File: src/rtl/mccc_pkg.sv
// Package for the millisecond calendar clock: field widths, the time
// record type, carry limits and reset values. No dependencies.
`default_nettype none

package mccc_pkg;

  localparam int unsigned MS_W     = 10;
  localparam int unsigned SEC_W    = 6;
  localparam int unsigned MINUTE_W = 6;
  localparam int unsigned HOUR_W   = 5;
  localparam int unsigned DAY_W    = 5;
  localparam int unsigned MONTH_W  = 4;
  localparam int unsigned YEAR_W   = 16;

  // Item kinds
  localparam logic CMD_TICK = 1'b0;
  localparam logic CMD_LOAD = 1'b1;

  // Top values: a field at or above its top wraps and carries
  localparam logic [MS_W-1:0]     MS_TOP     = 10'd999;
  localparam logic [SEC_W-1:0]    SEC_TOP    = 6'd59;
  localparam logic [MINUTE_W-1:0] MINUTE_TOP = 6'd59;
  localparam logic [HOUR_W-1:0]   HOUR_TOP   = 5'd23;
  localparam logic [MONTH_W-1:0]  MONTH_TOP  = 4'd12;

  localparam logic [DAY_W-1:0]    DAY_FIRST   = 5'd1;
  localparam logic [MONTH_W-1:0]  MONTH_FIRST = 4'd1;

  localparam logic [DAY_W-1:0] DAYS_LONG  = 5'd31;
  localparam logic [DAY_W-1:0] DAYS_SHORT = 5'd30;
  localparam logic [DAY_W-1:0] DAYS_LEAP  = 5'd29;
  localparam logic [DAY_W-1:0] DAYS_FEB   = 5'd28;
  localparam logic [DAY_W-1:0] DAYS_NONE  = 5'd0;

  // Inverse of 25 modulo 2^16, and the largest multiple quotient:
  // y is divisible by 25 exactly when (y * INV25) mod 2^16 <= DIV25_MAX
  localparam logic [YEAR_W-1:0] INV25     = 16'd23593;
  localparam logic [YEAR_W-1:0] DIV25_MAX = 16'd2621;

  localparam logic [YEAR_W-1:0] YEAR_RESET = 16'd2015;

  typedef struct packed {
    logic [MS_W-1:0]     ms;
    logic [SEC_W-1:0]    sec;
    logic [MINUTE_W-1:0] minute;
    logic [HOUR_W-1:0]   hour;
    logic [DAY_W-1:0]    day;
    logic [MONTH_W-1:0]  month;
    logic [YEAR_W-1:0]   year;
  } time_t;

endpackage

`default_nettype wire

File: src/rtl/mccc_if.sv
// Handshake channels of the millisecond calendar clock: request and result.
// Depends on mccc_pkg for the field widths.
`default_nettype none

interface mccc_req_if
  import mccc_pkg::*;
();
  logic                valid;
  logic                ready;
  logic                command;
  logic [MS_W-1:0]     set_ms;
  logic [SEC_W-1:0]    set_sec;
  logic [MINUTE_W-1:0] set_minute;
  logic [HOUR_W-1:0]   set_hour;
  logic [DAY_W-1:0]    set_day;
  logic [MONTH_W-1:0]  set_month;
  logic [YEAR_W-1:0]   set_year;

  modport source (
    output valid, command, set_ms, set_sec, set_minute, set_hour, set_day,
           set_month, set_year,
    input  ready
  );
  modport sink (
    input  valid, command, set_ms, set_sec, set_minute, set_hour, set_day,
           set_month, set_year,
    output ready
  );
endinterface

interface mccc_res_if
  import mccc_pkg::*;
();
  logic                valid;
  logic                ready;
  logic [MS_W-1:0]     now_ms;
  logic [SEC_W-1:0]    now_sec;
  logic [MINUTE_W-1:0] now_minute;
  logic [HOUR_W-1:0]   now_hour;
  logic [DAY_W-1:0]    now_day;
  logic [MONTH_W-1:0]  now_month;
  logic [YEAR_W-1:0]   now_year;

  modport source (
    output valid, now_ms, now_sec, now_minute, now_hour, now_day, now_month,
           now_year,
    input  ready
  );
  modport sink (
    input  valid, now_ms, now_sec, now_minute, now_hour, now_day, now_month,
           now_year,
    output ready
  );
endinterface

`default_nettype wire

File: src/rtl/mccc_step.sv
// Next-time logic: one millisecond carry cascade or a full load.
// Depends on mccc_pkg.
`default_nettype none

module mccc_step
  import mccc_pkg::*;
(
  input  time_t cur,
  input  logic  command,
  input  time_t load_val,
  output time_t nxt
);

  logic [YEAR_W-1:0] year_scaled;
  logic              div25;
  logic              leap;
  logic [DAY_W-1:0]  month_len;
  logic              c_ms, c_sec, c_minute, c_hour, c_day, c_month;
  time_t             tick;

  // Divisible by 100: by 4 and by 25. By 400: by 16 and by 25.
  assign year_scaled = 16'(cur.year * INV25);
  assign div25       = (year_scaled <= DIV25_MAX);
  assign leap        = (cur.year[1:0] == 2'd0) && (!div25 || (cur.year[3:0] == 4'd0));

  always_comb begin
    case (cur.month) inside
      4'd1, 4'd3, 4'd5, 4'd7, 4'd8, 4'd10, 4'd12: month_len = DAYS_LONG;
      4'd4, 4'd6, 4'd9, 4'd11:                    month_len = DAYS_SHORT;
      4'd2:    month_len = leap ? DAYS_LEAP : DAYS_FEB;
      default: month_len = DAYS_NONE;
    endcase
  end

  assign c_ms     = (cur.ms >= MS_TOP);
  assign c_sec    = c_ms && (cur.sec >= SEC_TOP);
  assign c_minute = c_sec && (cur.minute >= MINUTE_TOP);
  assign c_hour   = c_minute && (cur.hour >= HOUR_TOP);
  assign c_day    = c_hour && (cur.day >= month_len);
  assign c_month  = c_day && (cur.month >= MONTH_TOP);

  always_comb begin
    tick = cur;
    tick.ms = c_ms ? '0 : cur.ms + 1'b1;
    if (c_ms) begin
      tick.sec = c_sec ? '0 : cur.sec + 1'b1;
    end
    if (c_sec) begin
      tick.minute = c_minute ? '0 : cur.minute + 1'b1;
    end
    if (c_minute) begin
      tick.hour = c_hour ? '0 : cur.hour + 1'b1;
    end
    if (c_hour) begin
      tick.day = c_day ? DAY_FIRST : cur.day + 1'b1;
    end
    if (c_day) begin
      tick.month = c_month ? MONTH_FIRST : cur.month + 1'b1;
    end
    if (c_month) begin
      tick.year = cur.year + 1'b1;
    end
  end

  assign nxt = (command == CMD_LOAD) ? load_val : tick;

endmodule

`default_nettype wire

File: src/rtl/millisecond_calendar_clock_core.sv
// Millisecond calendar clock, top level; uses mccc_pkg, mccc_if and mccc_step.
// An accepted request is held in the request stage; its result is registered in
// the result stage and taken from there. Throughput: one request per cycle;
// request.ready drops only while a full request stage faces a stalled result.
// Synchronous reset clears both stages and sets the time to 0 ms 0 s 0 min
// 0 h, day 0, month 0, year 2015.
`default_nettype none

module millisecond_calendar_clock_core
  import mccc_pkg::*;
(
  input  wire         clk,
  input  wire         rst,
  mccc_req_if.sink    request,
  mccc_res_if.source  result
);

  logic  req_valid;
  logic  req_command;
  time_t req_val;
  logic  req_advance;
  time_t cur_time;
  time_t nxt_time;
  logic  res_valid;
  time_t res_val;

  assign req_advance   = req_valid && (!res_valid || result.ready);
  assign request.ready = !req_valid || req_advance;

  always_ff @(posedge clk) begin
    if (rst) begin
      req_valid <= 1'b0;
    end else if (request.ready) begin
      req_valid <= request.valid;
    end
  end

  // Hold the request fields while the request stage is stalled
  always_ff @(posedge clk) begin
    if (request.ready && request.valid) begin
      req_command    <= request.command;
      req_val.ms     <= request.set_ms;
      req_val.sec    <= request.set_sec;
      req_val.minute <= request.set_minute;
      req_val.hour   <= request.set_hour;
      req_val.day    <= request.set_day;
      req_val.month  <= request.set_month;
      req_val.year   <= request.set_year;
    end
  end

  mccc_step u_step (
    .cur      (cur_time),
    .command  (req_command),
    .load_val (req_val),
    .nxt      (nxt_time)
  );

  always_ff @(posedge clk) begin
    if (rst) begin
      cur_time  <= '{ms: '0, sec: '0, minute: '0, hour: '0, day: '0, month: '0,
                     year: YEAR_RESET};
      res_valid <= 1'b0;
    end else begin
      if (req_advance) begin
        cur_time <= nxt_time;
      end
      if (req_advance) begin
        res_valid <= 1'b1;
      end else if (result.ready) begin
        res_valid <= 1'b0;
      end
    end
  end

  always_ff @(posedge clk) begin
    if (req_advance) begin
      res_val <= nxt_time;
    end
  end

  assign result.valid      = res_valid;
  assign result.now_ms     = res_val.ms;
  assign result.now_sec    = res_val.sec;
  assign result.now_minute = res_val.minute;
  assign result.now_hour   = res_val.hour;
  assign result.now_day    = res_val.day;
  assign result.now_month  = res_val.month;
  assign result.now_year   = res_val.year;

endmodule

`default_nettype wire

File: src/flat_wrapper.sv
// flat-port wrapper written by rule: the top's interface ports become plain ports
module millisecond_calendar_clock_core_flat import mccc_pkg::*;
  (clk, rst, request_valid, request_command, request_set_ms, request_set_sec, request_set_minute, request_set_hour, request_set_day, request_set_month, request_set_year, request_ready, result_valid, result_now_ms, result_now_sec, result_now_minute, result_now_hour, result_now_day, result_now_month, result_now_year, result_ready);
  mccc_req_if request_i ();
  mccc_res_if result_i ();
  input  wire clk;
  input  wire rst;
  input wire logic [$bits(request_i.valid)-1:0] request_valid;
  input wire logic [$bits(request_i.command)-1:0] request_command;
  input wire logic [$bits(request_i.set_ms)-1:0] request_set_ms;
  input wire logic [$bits(request_i.set_sec)-1:0] request_set_sec;
  input wire logic [$bits(request_i.set_minute)-1:0] request_set_minute;
  input wire logic [$bits(request_i.set_hour)-1:0] request_set_hour;
  input wire logic [$bits(request_i.set_day)-1:0] request_set_day;
  input wire logic [$bits(request_i.set_month)-1:0] request_set_month;
  input wire logic [$bits(request_i.set_year)-1:0] request_set_year;
  output wire logic [$bits(request_i.ready)-1:0] request_ready;
  output wire logic [$bits(result_i.valid)-1:0] result_valid;
  output wire logic [$bits(result_i.now_ms)-1:0] result_now_ms;
  output wire logic [$bits(result_i.now_sec)-1:0] result_now_sec;
  output wire logic [$bits(result_i.now_minute)-1:0] result_now_minute;
  output wire logic [$bits(result_i.now_hour)-1:0] result_now_hour;
  output wire logic [$bits(result_i.now_day)-1:0] result_now_day;
  output wire logic [$bits(result_i.now_month)-1:0] result_now_month;
  output wire logic [$bits(result_i.now_year)-1:0] result_now_year;
  input wire logic [$bits(result_i.ready)-1:0] result_ready;
  assign request_i.valid = request_valid;
  assign request_i.command = request_command;
  assign request_i.set_ms = request_set_ms;
  assign request_i.set_sec = request_set_sec;
  assign request_i.set_minute = request_set_minute;
  assign request_i.set_hour = request_set_hour;
  assign request_i.set_day = request_set_day;
  assign request_i.set_month = request_set_month;
  assign request_i.set_year = request_set_year;
  assign request_ready = request_i.ready;
  assign result_valid = result_i.valid;
  assign result_now_ms = result_i.now_ms;
  assign result_now_sec = result_i.now_sec;
  assign result_now_minute = result_i.now_minute;
  assign result_now_hour = result_i.now_hour;
  assign result_now_day = result_i.now_day;
  assign result_now_month = result_i.now_month;
  assign result_now_year = result_i.now_year;
  assign result_i.ready = result_ready;
  millisecond_calendar_clock_core u_core (.clk(clk), .rst(rst), .request(request_i), .result(result_i));
endmodule
File: config.mk
export PLATFORM = sky130hd
export DESIGN_NAME = millisecond_calendar_clock_core_flat
export DESIGN_NICKNAME = d
export VERILOG_FILES = /design/src/rtl/mccc_pkg.sv /design/src/rtl/mccc_if.sv /design/src/rtl/mccc_step.sv /design/src/rtl/millisecond_calendar_clock_core.sv /design/src/flat_wrapper.sv
export SDC_FILE = /design/constraint.sdc
export NUM_CORES = 1
export LEC_CHECK = 0
export BUFFER_PORTS_ARGS = -buffer_cell sky130_fd_sc_hd__buf_2
export CORE_MARGIN = 2
export CORE_UTILIZATION = 30
export CTS_CLUSTER_DIAMETER = 40
export DETAILED_ROUTE_END_ITERATION = 8
export PLACE_DENSITY = 0.5
export SYNTH_ARGS = -nofsm -noshare
export SYNTH_HDL_FRONTEND = slang
export SYNTH_HIERARCHICAL = 1
export SYNTH_SLANG_ARGS = --single-unit
File: constraint.sdc
create_clock -name clk -period 19.35 [get_ports clk]
set_clock_uncertainty 0.15 [all_clocks]
set_input_delay 2.9025 -clock clk [delete_from_list [all_inputs] [get_ports clk]]
set_output_delay 2.9025 -clock clk [all_outputs]
set_load 0.03 [all_outputs]
* After elaboration in Yosys (flattened, before gate mapping)
Cells that the tools add are included.
** Word-level totals
- Bits in registers :: 159
- Bits in latches :: 0
- Bits in writable memories :: 0
- Bits in read-only memories :: 0
- Input port bits :: 57
- Output and inout port bits :: 54
- Memories :: 0
** Cells by class
- Add/sub/neg operators :: 7
- Multipliers :: 1
- Divide/modulo/power cells :: 0
- Order comparisons :: 7
- Equality and inequality tests :: 12
- Shifts and indexed selects :: 0
- Mux-type cells :: 19
- Bitwise gates (word level) :: 0
- Reduce and logical (&&, ||, !) cells :: 19
** Operator list (number)
- $mux W52 :: 1
- $mux W5 :: 7
- $mux W6 :: 4
- $eq A4 B4 Y1 const B :: 5
- $add A16 B1 Y16 const B :: 1
- $eq A4 B3 Y1 const B :: 4
- $le A16 B12 Y1 const B :: 1
- $mul A16 B15 Y16 const B :: 1
- $mux W16 :: 1
- $add A6 B1 Y6 const B :: 2
- $ge A6 B6 Y1 const B :: 2
- $add A10 B1 Y10 const B :: 1
- $add A5 B1 Y5 const B :: 2
- $ge A10 B10 Y1 const B :: 1
- $mux W10 :: 1
- $eq A4 B2 Y1 const B :: 2
- $logic_and A1 B1 Y1 :: 8
- $mux W4 :: 2
- $reduce_or A7 Y1 :: 1
- $ge A5 B5 Y1 :: 1
- $ge A5 B5 Y1 const B :: 1
- $add A4 B1 Y4 const B :: 1
- $eq A4 B1 Y1 const B :: 1
- $ge A4 B4 Y1 const B :: 1
- other kinds (7) :: 13

* Depth between registers and ports, before layout
- Depth in word-level cells :: 15
- Gate-level depth with buffers :: 28
- Depth with buffers taken out :: 25

* Hierarchy
Netlist, hierarchy kept.
** By module, submodules not included
- millisecond_calendar_clock_core :: instances 1, cells an instance 340, area an instance 5575.3 um^2, sequential area each 4234.1 um^2
- mccc_step :: instances 1, cells an instance 505, area an instance 3762.4 um^2, sequential area each 0.0 um^2

* Worst setup path after synthesis
No wires, ideal clock.
- Path type :: input port to output port
- Start point :: in result_ready
- End point :: out request_ready
- Data arrival time :: 3.261 ns
- Slack :: 13.037 ns
- Stages on the path :: 2
- Buffers on the path :: 0
- Cells stage by stage :: nor2b_4 > nand2_1
** Between the ends
- Longest elaborated chain between the ends :: 3
** RTL lines
- from (decl) :: RTL line flat_wrapper.sv:26 : input wire logic [$bits(result_i.ready)-1:0] result_ready;
- $logic_or A1 B1 Y1 :: RTL line millisecond_calendar_clock_core.sv:27 : assign req_advance = req_valid && (!res_valid || result.ready);
- $logic_and A1 B1 Y1 :: RTL line millisecond_calendar_clock_core.sv:27
- $logic_or A1 B1 Y1 :: RTL line millisecond_calendar_clock_core.sv:28 : assign request.ready = !req_valid || req_advance;
- to (decl) :: RTL line flat_wrapper.sv:17 : output wire logic [$bits(request_i.ready)-1:0] request_ready;
Every way passes these cells.

==> flow_metrics.py <==
metrics = {
    "worst_hold_path": {
        "hp-class": "register to register",
        "hold_path_startpoint": "u_core/cur_time[51]",
        "min_path_cells": 2,
        "hold-path-endpoint": "u_core/cur_time[51]",
    },
    "sta": {
        "fmax_ghz": 0.142,
        "worstMarginPinSlew_ns": 1.06,
        "rsz0062_at_grt": "false",
        "hold_viol": 0,
        "finalCritPeriodShare_pct": 36.4,
        "setup_tns_ns": 0,
        "relSlewSlack_pct": 29.1,
        "period_minus_slack_ns": 7.05,
        "drv_slew": 0,
        "setup_violations": 0,
    },
    "pwr": {
        "p_comb_share_pct": 26.0,
        "p_sw_w": 0.000308,
        "swShare_pct": 30.8,
        "powerDensity_mw_per_mm2": 93.0,
        "p_leak_nw": 4.36,
        "p_clk_share_pct": 34.8,
        "ir_drop_uv": 63.3,
        "seqPwrFrac_pct": 39.3,
        "power.internal_w": 0.000694,
    },
    "logic_synthesis": {
        "synth_area_mm2": 0.00934,
        "ys_seq_area_share_pct": 45.3,
        "synth_top_cell_area_share_pct": 33.8,
        "synthArstFlopShare_pct": 0,
        "synth-seq-cells": 159,
        "yosys_warnings": 6,
        "syn_inst": 845,
        "synth-main-ff-cell": "edfxtp_1",
        "synth_area_per_cell_um2": 11.1,
        "synth.largest_area_cell": "edfxtp_1",
        "syn_nets": 997,
        "yosysUniqueCellTypes": 68,
        "synth_area_leaders": "edfxtp_1, dfxtp_1, ha_1",
        "synth_edf_count": 105,
    },
    "cells_and_area": {
        "nNetsFinal": 1092,
        "layout_common_cells": "buf_2, edfxtp_1, nand2b_1",
        "fillers": 3132,
        "multiInputGateArea_mm2": 0.00461,
        "drive_above_1_share_pct": 17.5,
        "fin_util_pct": 35.2,
        "area_growth_pct": 15.4,
        "final-seq-area_mm2": 0.00423,
        "instances_no_fill": 1351,
        "fin_area_mm2": 0.0108,
        "mostFrequentLayoutCell": "buf_2",
    },
    "die": {
        "ios": 111,
        "num_rows": 64,
        "die_w_um": 180,
        "die_area_mm2": 0.0326,
        "die_y_um": 180,
        "start_util_pct": 30.5,
        "core_mm2": 0.0306,
    },
    "drt": {
        "wl_per_cell_um": 16.2,
        "firstDrtPassIters": 5,
        "drt_iter0_drc": 385,
        "viasPerCell": 4.72,
        "vias": 6371,
        "drc": 0,
        "totalWireLength_um": 21800,
        "ant_nets": 0,
    },
    "critical_path": {
        "cp_max_fo": 11,
        "crit_top_cell": "ha_1",
        "critical-path-max-stage-delay_ns": 0.79,
        "critPathTopFamily": "adder cells",
        "startpoint_type": "register",
        "ff2ff_path_depth": 25,
        "cp.depth": 25,
        "crit_path_end_kind": "register",
        "cp_slowest_cell": "a31oi_1",
        "rr_endpoint": "u_core/cur_time[3]",
        "critPathBufInv": 4,
        "worstPathRequired_ns": 19.57,
        "arrival_ns": 7.27,
        "critPathKind": "register to register",
        "ff2ff_setup_slack_ns": 12.30,
        "timing.rr.start": "u_core/cur_time[2]",
    },
    "cts": {
        "clk_pin_slew_ns": 0.07,
        "clock_path_buffers": 2,
        "cts_hold_buf": 0,
        "postCtsResizedCells": 0,
        "cts_setup_buffers": 0,
        "cts_buffers": 17,
        "clock-root-buffer": "clkbuf_16",
        "cts_tree": "built",
        "cts_sinks": 159,
        "cts_max_level": 4,
        "worstSkewPairLatency_ns": 0.44,
    },
    "grt": {
        "grt_pass1_vias": 6523,
        "grt_overflow": 0,
        "grt_use_met2_pct": 21.1,
        "antenna_found_initial": 1,
        "track_usage_pct": 13.8,
        "globalRouteMet1Util_pct": 20.0,
        "grt_max_degree": 107,
        "grt_pass1_wl_um": 35700,
        "gr-usage-met3_pct": 3.13,
        "grt_busiest_layer": "met2",
    },
    "place": {
        "gp_congestion": 0.796,
        "dp.cells": 1317,
        "io_buffers": 110,
        "dpl_cell_area_mm2": 0.0102,
        "dp_hpwl_um": 14800,
    },
    "outcome": {
        "status": "finished, final reports clean",
    },
    "job": {
        "max-cap-violations": 0,
    },
}
kinds of logic (layout without fill, tap and decap cells):
family	Yosys count	count (layout)	share of synthesized area, %
compound gates	129	129	9.92
xor+xnor	29	29	2.72
buf+inv	97	205	5.36
mux	55	55	5.92
simple gates	280	280	16.5
flops	159	159	45.3
fa+ha+maj	96	96	14.3
other cells	0	2	0
synthesized netlist by cell type (3+ instances only):
| cell type | number |
|---|---|
| buf_12 | 6 |
| o31ai_1 | 12 |
| o21ai_0 | 21 |
| inv_1 | 56 |
| buf_2 | 7 |
| o311ai_0 | 5 |
| a22o_1 | 9 |
| a311o_1 | 6 |
| edfxtp_1 | 105 |
| mux2i_1 | 53 |
| clkbuf_1 | 23 |
| and3_1 | 11 |
| or2_2 | 3 |
| nand3_1 | 23 |
| dfxtp_1 | 54 |
| a21o_1 | 8 |
| nor3_1 | 8 |
| a21oi_1 | 20 |
| nor2_1 | 50 |
| o311ai_1 | 5 |
| nand2_1 | 51 |
| or3_1 | 3 |
| o31ai_2 | 3 |
| nand4_1 | 17 |
| fa_1 | 18 |
| xor2_1 | 8 |
| nor4_1 | 5 |
| ha_1 | 77 |
| nor2b_1 | 5 |
| a22oi_1 | 6 |
| nand2b_1 | 86 |
| xnor2_1 | 21 |
| a31oi_1 | 13 |
stage by stage:
stage          worst slack, ns  hold WS [ns]  power [W]
6_report                 12.30         0.330    0.00100
5_1_grt                  11.93         0.363    0.00106
4_1_cts                  12.28         0.332    0.00102
3_5_place_dp             12.31         0.317   0.000661
3_3_place_gp             12.46         0.314   0.000661
2_1_floorplan            13.04         0.297   0.000602
tightest hold or removal path: cells and delay by family (launching register included):
family	cells	cell delay [ns]
flip-flops	1	0.31
multiplexers	1	0.06
AND/OR/NAND/NOR	1	0.06
power by group through the flow:
| stage | logic, W | registers [W] | clock network (W) |
|---|---|---|---|
| after global placement | 0.000260 | 0.000401 | 0 |
| after detailed placement | 0.000260 | 0.000401 | 0 |
| final | 0.000260 | 0.000393 | 0.000348 |
| after floorplan | 0.000193 | 0.000409 | 0 |
| after CTS | 0.000264 | 0.000393 | 0.000359 |
| after global routing | 0.000295 | 0.000395 | 0.000374 |
worst max-delay path by stage:
| stage | startpoint | endpoint | slack [ns] |
|---|---|---|---|
| after floorplan | result_ready | request_ready | 13.04 |
| after global placement | u_core/cur_time[2] | u_core/cur_time[10] | 12.46 |
| after detailed placement | u_core/cur_time[2] | u_core/cur_time[3] | 12.31 |
| after CTS | u_core/cur_time[2] | u_core/cur_time[3] | 12.28 |
| after global routing | u_core/cur_time[2] | u_core/cur_time[7] | 11.93 |
| final | u_core/cur_time[2] | u_core/cur_time[3] | 12.30 |
flip-flops by register name (all words and copies together), names as in the netlist, 5 cells and up:
register	count
u_core/req_val	52
u_core/result.now_minute	6
u_core/result.now_sec	6
u_core/result.now_year	16
u_core/cur_time	52
u_core/result.now_hour	5
u_core/result.now_day	5
u_core/result.now_ms	10
layout make-up:
| class | count | share of cell area (%) |
|---|---|---|
| timing repair buffer | 117 | 5.60 |
| inverter | 56 | 1.95 |
| clock buffer | 18 | 4.08 |
| sequential | 159 | 39.3 |
| clock inverter | 14 | 1.59 |
| antenna | 2 | 0.0465 |
| tap | 396 | 4.60 |
| multi-input combinational | 589 | 42.8 |
routing by layer:
layer | wire, um | vias up
met2 | 9610 | 121
met3 | 1100 | 8
met1 | 10900 | 3006
met4 | 166 | 0
li1 | - | 3236
met5 | 0 | -
Power figures use the tool's default switching activity.
